===== config.mk =====
export PLATFORM = sky130hd
export DESIGN_NAME = double_unpack_classify_unit
export DESIGN_NICKNAME = d
export VERILOG_FILES = /design/src/rtl/duc_pkg.sv /design/src/rtl/duc_shift_stage.sv /design/src/rtl/duc_decode.sv /design/src/rtl/double_unpack_classify_unit.sv
export SDC_FILE = /design/constraint.sdc
export NUM_CORES = 1
export LEC_CHECK = 0
export BUFFER_PORTS_ARGS = -buffer_cell sky130_fd_sc_hd__buf_2
export CORE_ASPECT_RATIO = 0.5
export CORE_MARGIN = 5
export CORE_UTILIZATION = 45
export DETAILED_ROUTE_END_ITERATION = 16
export SYNTH_ARGS = -nofsm -noshare
export SYNTH_HDL_FRONTEND = slang
export SYNTH_SLANG_ARGS = --single-unit

===== constraint.sdc =====
create_clock -name clk -period 11.25 [get_ports clk]
set_clock_uncertainty 0.2 [all_clocks]
set_input_delay 3.375 -clock clk [delete_from_list [all_inputs] [get_ports clk]]
set_output_delay 3.375 -clock clk [all_outputs]
set_load 0.05 [all_outputs]

===== src/rtl/duc_pkg.sv =====
package duc_pkg;

  localparam logic [2:0] KIND_SNAN   = 3'd0;
  localparam logic [2:0] KIND_QNAN   = 3'd1;
  localparam logic [2:0] KIND_ZERO   = 3'd2;
  localparam logic [2:0] KIND_FINITE = 3'd3;
  localparam logic [2:0] KIND_INF    = 3'd4;

  localparam logic [10:0] EXP_ALL_ONES = 11'h7ff;
  localparam logic [11:0] EXP_BIAS     = 12'd1023;
  localparam logic [11:0] DENORM_EXP   = 12'hc02;  // -1022
  localparam int          QUIET_POS    = 51;

  // Payload between stages
  typedef struct packed {
    logic [2:0]  kind;
    logic        sign;
    logic [11:0] exponent;
    logic [60:0] mantissa;
    logic        denorm;
  } stage_t;

endpackage


===== src/rtl/duc_shift_stage.sv =====
// One normalize step: shift a denormal left by SHIFT if its top SHIFT bits are clear.
module duc_shift_stage #(
  parameter int SHIFT = 32
) (
  input  logic             clk,
  input  logic             rst,
  input  logic             in_valid,
  output logic             in_ready,
  input  duc_pkg::stage_t  in_data,
  output logic             out_valid,
  input  logic             out_ready,
  output duc_pkg::stage_t  out_data
);

  duc_pkg::stage_t data_next;

  assign in_ready = !out_valid || out_ready;

  // Conditional shift for denormals only
  always_comb begin
    data_next = in_data;
    if (in_data.denorm && (in_data.mantissa[60 -: SHIFT] == '0)) begin
      data_next.mantissa = in_data.mantissa << SHIFT;
      data_next.exponent = in_data.exponent - 12'(SHIFT);
    end
  end

  always_ff @(posedge clk) begin
    if (rst) begin
      out_valid <= 1'b0;
    end else if (in_ready) begin
      out_valid <= in_valid;
    end
  end

  always_ff @(posedge clk) begin
    if (in_ready && in_valid) begin
      out_data <= data_next;
    end
  end

endmodule


===== src/rtl/duc_decode.sv =====
// Classify and unpack into the first pipeline register.
module duc_decode (
  input  logic             clk,
  input  logic             rst,
  input  logic             in_valid,
  output logic             in_ready,
  input  logic [31:0]      high_word,
  input  logic [31:0]      low_word,
  output logic             out_valid,
  input  logic             out_ready,
  output duc_pkg::stage_t  out_data
);

  duc_pkg::stage_t data_next;
  logic [10:0] bexp;
  logic [51:0] frac;

  assign in_ready = !out_valid || out_ready;
  assign bexp = high_word[30:20];
  assign frac = {high_word[19:0], low_word};

  // Decode class fields
  always_comb begin
    data_next.sign     = high_word[31];
    data_next.exponent = '0;
    data_next.mantissa = '0;
    data_next.denorm   = 1'b0;
    if (bexp == '0) begin
      if (frac == '0) begin
        data_next.kind = duc_pkg::KIND_ZERO;
      end else begin
        data_next.kind     = duc_pkg::KIND_FINITE;
        data_next.exponent = duc_pkg::DENORM_EXP;
        data_next.mantissa = {1'b0, frac, 8'd0};
        data_next.denorm   = 1'b1;
      end
    end else if (bexp == duc_pkg::EXP_ALL_ONES) begin
      if (frac == '0) begin
        data_next.kind = duc_pkg::KIND_INF;
      end else begin
        data_next.kind     = frac[duc_pkg::QUIET_POS] ? duc_pkg::KIND_QNAN
                                                      : duc_pkg::KIND_SNAN;
        data_next.mantissa = {9'd0, frac};
      end
    end else begin
      data_next.kind     = duc_pkg::KIND_FINITE;
      data_next.exponent = {1'b0, bexp} - duc_pkg::EXP_BIAS;
      data_next.mantissa = {1'b1, frac, 8'd0};
    end
  end

  always_ff @(posedge clk) begin
    if (rst) begin
      out_valid <= 1'b0;
    end else if (in_ready) begin
      out_valid <= in_valid;
    end
  end

  always_ff @(posedge clk) begin
    if (in_ready && in_valid) begin
      out_data <= data_next;
    end
  end

endmodule


===== src/rtl/double_unpack_classify_unit.sv =====
// Channel | Signals                                  | Direction
// in      | in_valid, in_ready, high_word, low_word  | into block
// out     | out_valid, out_ready, kind, sign,        | out of block
//         | exponent, mantissa                       |
//
// One decode register, then six normalize stages that shift a denormal by
// 32, 16, 8, 4, 2, 1 bits where its top bits are clear.
// One transaction enters per cycle when the output is taken.
// A stall holds every stage whose successor is full and cannot pass its data on; nothing drops.
// Synchronous reset clears the valid bits only.
module double_unpack_classify_unit (
  input  logic        clk,
  input  logic        rst,
  input  logic        in_valid,
  output logic        in_ready,
  input  logic [31:0] high_word,
  input  logic [31:0] low_word,
  output logic        out_valid,
  input  logic        out_ready,
  output logic [2:0]  kind,
  output logic        sign,
  output logic signed [11:0] exponent,
  output logic [60:0] mantissa
);

  localparam int NSTG = 6;

  logic            vld [NSTG+1];
  logic            rdy [NSTG+1];
  duc_pkg::stage_t dat [NSTG+1];

  duc_decode u_dec (
    .clk(clk), .rst(rst), .in_valid(in_valid), .in_ready(in_ready),
    .high_word(high_word), .low_word(low_word),
    .out_valid(vld[0]), .out_ready(rdy[0]), .out_data(dat[0])
  );

  // Normalize chain, widest shift first
  for (genvar g = 0; g < NSTG; g++) begin : g_norm
    duc_shift_stage #(.SHIFT(32 >> g)) u_sh (
      .clk(clk), .rst(rst), .in_valid(vld[g]), .in_ready(rdy[g]),
      .in_data(dat[g]), .out_valid(vld[g+1]), .out_ready(rdy[g+1]),
      .out_data(dat[g+1])
    );
  end

  assign rdy[NSTG]  = out_ready;
  assign out_valid  = vld[NSTG];
  assign kind       = dat[NSTG].kind;
  assign sign       = dat[NSTG].sign;
  assign exponent   = dat[NSTG].exponent;
  assign mantissa   = dat[NSTG].mantissa;

endmodule

==> metrics.txt <==
status=finished, final reports clean; number of fill cells in the layout=4458; slew margin rel.=0.206; CP Data Required Time=7.68 ns; total number of yosys warnings=0; root buffer cell=clkbuf_16; met1 GRT Util=0.267; die area=0.0568 mm^2; CP Max Fanout=6; Hold Path Cell Cnt=0; min cycle time layout=8.47 ns; number of instances resized during post-cts repair=0; total area of multi-input combinational cells=0.00594 mm^2; sink of the worst hold path=g_norm[5].u_sh.out_data[74]; Crit path arrival time=4.89 ns; first-iteration detailed-routing DRC count=1045; count of pins over their slew limit=0; cells after synthesis=1830; r2r endpoint=g_norm[1].u_sh.out_data[39]; sequential cell area fraction in the yosys report=0.708; final net count=1970; number of remaining DRC errors=0; clock-pin slew on the worst setup and hold paths=0.06 ns; area growth from synthesis to final layout=11.2%; routability congestion estimate from global placement=0.819; post-synthesis adder-cell area fraction=0.00429; part of the power in combinational logic=0.024; buffer count from post-CTS setup fixing=0; r2r setup slk=8.34 ns; Core Util, Final=0.502; capturing element type of the critical path=output pin; post-synth design cell area=0.0233 mm^2; Row Count=59; post-synth cell types=45; number of buffers inserted by hold repair at cts=0; maximum vdd drop=0.120 mV; syn nets=1906; number of antenna-violating nets in the routed design=0; initial antenna violation count=0; number of global-route vias before repair=12000; pin slew with the least headroom to its limit=1.18 ns; total core area=0.0516 mm^2; part of the power in the clock network=0.410; sequential cell area in the final layout=0.0165 mm^2; number of max-cap violations=0; overflow left after global routing=0; XOR/XNOR share of the synthesized area=0.0222; worst min-delay path category=register to register; combinational family with the most area after synthesis=simple AND/OR/NAND/NOR gates; wire length reported by the detailed router=45600 um; TritonCTS clock tree=built; number of buffers added by the clock tree synthesis step=50; global routing usage summed across all routing layers=0.160; async set-or-reset flop fraction in the synthesized netlist=0; total internal power=3.30 mW; net switching power=0.810 mW; Primary FF master, synth=edfxtp_1; CTS H-tree lvls=2; beginning of the worst hold path=g_norm[4].u_sh.out_data[74]; Horiz. Die Dim=332 um; maximum achievable frequency=118 MHz; global route hottest layer=met1; met3 track demand over resource=0.0292; Num Clock Sinks=552; largest net degree at the start of global routing=79; length in cells of the worst reg-to-reg path=5; DRT Pass-1 Iters=5; number of synthesized register bits=552; antenna cells=0; post-synthesis compound-gate area fraction=0.0252; final sum of negative setup slack=0 ns; DP Wirelength=32200 um; mean instance size in the synthesized netlist=12.7 um^2; start-to-end type of the worst setup path=input pin to output pin; worst reg2reg path startpoint=g_norm[0].u_sh.out_data[49]; worst-skew pair later-pin latency=0.56 ns; share of synthesized area spent on multiplexers=0.0357; Fin. Hold Viols=0; number of buffers between clock root and the deepest sink=3; number of flops mapped to enable cells by yosys=545; starting density of the core=0.452; part of the total power dissipated in sequential elements=0.566; simple-gate share of the synthesized area=0.163; Static Leakage=9.88 nW; global-route wire length before repair=71200 um; I/O pin count=147; via density per instance=4.82; buffers added on ports=146; total vias in the final route=12700; kind of start point of the critical path=input pin; PD cells=159 mW/mm^2; Setup-failing EPs final=0; portion of the clock cycle consumed by the worst path in the final layout=0.752; switching fraction of total power=0.197; global-route track usage on met2=0.218; Die Ht=171 um; ratio of cells with drive above 1 in the final layout=0.173; post-detailed-route wirelength per cell=17.3 um; unrepaired setup endpoints after global routing=no
flip-flops by register name, indices dropped and copies added (netlist names):
| signal | cells |
|---|---|
| u_dec.out_data | 78 |
| g_norm.u_sh.out_data | 467 |
| g_norm.u_sh.out_valid | 6 |
| u_dec.out_valid | 1 |
worst max-delay path, stage by stage:
cell and delay, ns:
buf_2 0.10, nor2b_1 0.30, nand3_1 0.13, nor2_1 0.55
nand3_1 0.18, buf_2 0.25
routing by layer:
metal | part of all wire | wire (um) | up-vias
met1 | 0.54 | 24400 | 5943
met5 | 0 | 0 | -
met4 | 0.012 | 557 | 0
li1 | - | - | 6392
met3 | 0.056 | 2570 | 51
met2 | 0.40 | 18000 | 318
kinds of logic (layout without fill, tap and decap cells):
| logic type | Yosys count | in the layout |
|---|---|---|
| and+or+nand+nor | 872 | 872 |
| muxes | 74 | 74 |
| adders and majority gates | 8 | 8 |
| DFF | 552 | 552 |
| AOI/OAI and AO/OA | 85 | 85 |
| buffers and inverters | 180 | 284 |
| xor gates and xnor gates | 59 | 59 |
cell usage after synthesis, types with 9 or more instances:
cell	instances	area share
nand2_1	649	0.10
edfxtp_1	545	0.70
buf_4	76	0.024
mux2_2	74	0.036
nor2b_1	60	0.016
a21o_1	58	0.019
clkbuf_1	51	0.0082
nor2_1	41	0.0066
xnor2_1	36	0.014
nor4_1	30	0.0080
inv_1	27	0.0043
xor2_1	23	0.0086
nand3_1	18	0.0039
and2_1	16	0.0043
buf_2	16	0.0034
nor3_1	16	0.0034
o21ai_0	12	0.0026
buf_1	9	0.0014
area by class of cell:
cell class,count,share of cell area
flip-flops and latches,552,0.637
well taps,701,0.0338
clock inverters,35,0.0110
inverters,28,0.00405
clock buffers,57,0.0517
multi-input cells,1098,0.229
repair buffers,164,0.0334
cell usage in the layout, fill, tap and decap left out, types with 4 or more instances in the layout:
master,count
nand2_1,649
edfxtp_1,545
buf_2,146
mux2_2,74
a21o_1,58
nor2b_1,56
clkbuf_16,53
nor2_1,40
xnor2_1,36
nor4_1,30
inv_1,27
xor2_1,23
nand3_1,18
buf_4,18
clkinv_1,17
nor3_1,15
and2_1,15
clkinv_2,13
o21ai_0,12
a21oi_1,8
ha_1,8
nor4b_1,7
dfxtp_1,7
nand4_1,5
nand4b_1,5
bufinv_16,5
nor2b_4,4
nand3b_1,4
clkbuf_1,4
worst max path at each step:
stage	start	to	slack, ns	cells after the start
2_1_floorplan	out_ready	g_norm[3].u_sh.out_data[0]	1.07	3
3_3_place_gp	out_ready	in_ready	2.83	6
3_5_place_dp	out_ready	in_ready	2.76	6
4_1_cts	out_ready	in_ready	2.77	6
5_1_grt	out_ready	in_ready	2.64	6
6_report	out_ready	in_ready	2.78	6
power by group through the flow:
stage	sequential (mW)	clock [mW]	combinational (mW)
finish	2.33	1.68	0.0994
global route	2.33	1.82	0.112
CTS	2.33	1.73	0.100
detailed placement	2.37	0	0.0999
global placement	2.37	0	0.0992
floorplan	2.36	0	0.0585
metrics by stage:
| step | area [um^2] | std cells | hold WS, ns | power, mW | worst slack (ns) |
|---|---|---|---|---|---|
| CTS | 25900 | 2635 | 0.217 | 4.15 | 2.77 |
| floorplan | 23300 | 1830 | 0.200 | 2.42 | 1.07 |
| detailed placement | 24300 | 2543 | 0.205 | 2.47 | 2.76 |
| global placement | 24300 | 2543 | 0.203 | 2.47 | 2.83 |
| global route | 25900 | 2635 | 0.226 | 4.26 | 2.64 |
| finish | 25900 | 2635 | 0.217 | 4.11 | 2.78 |
Power figures use the tool's default switching activity.
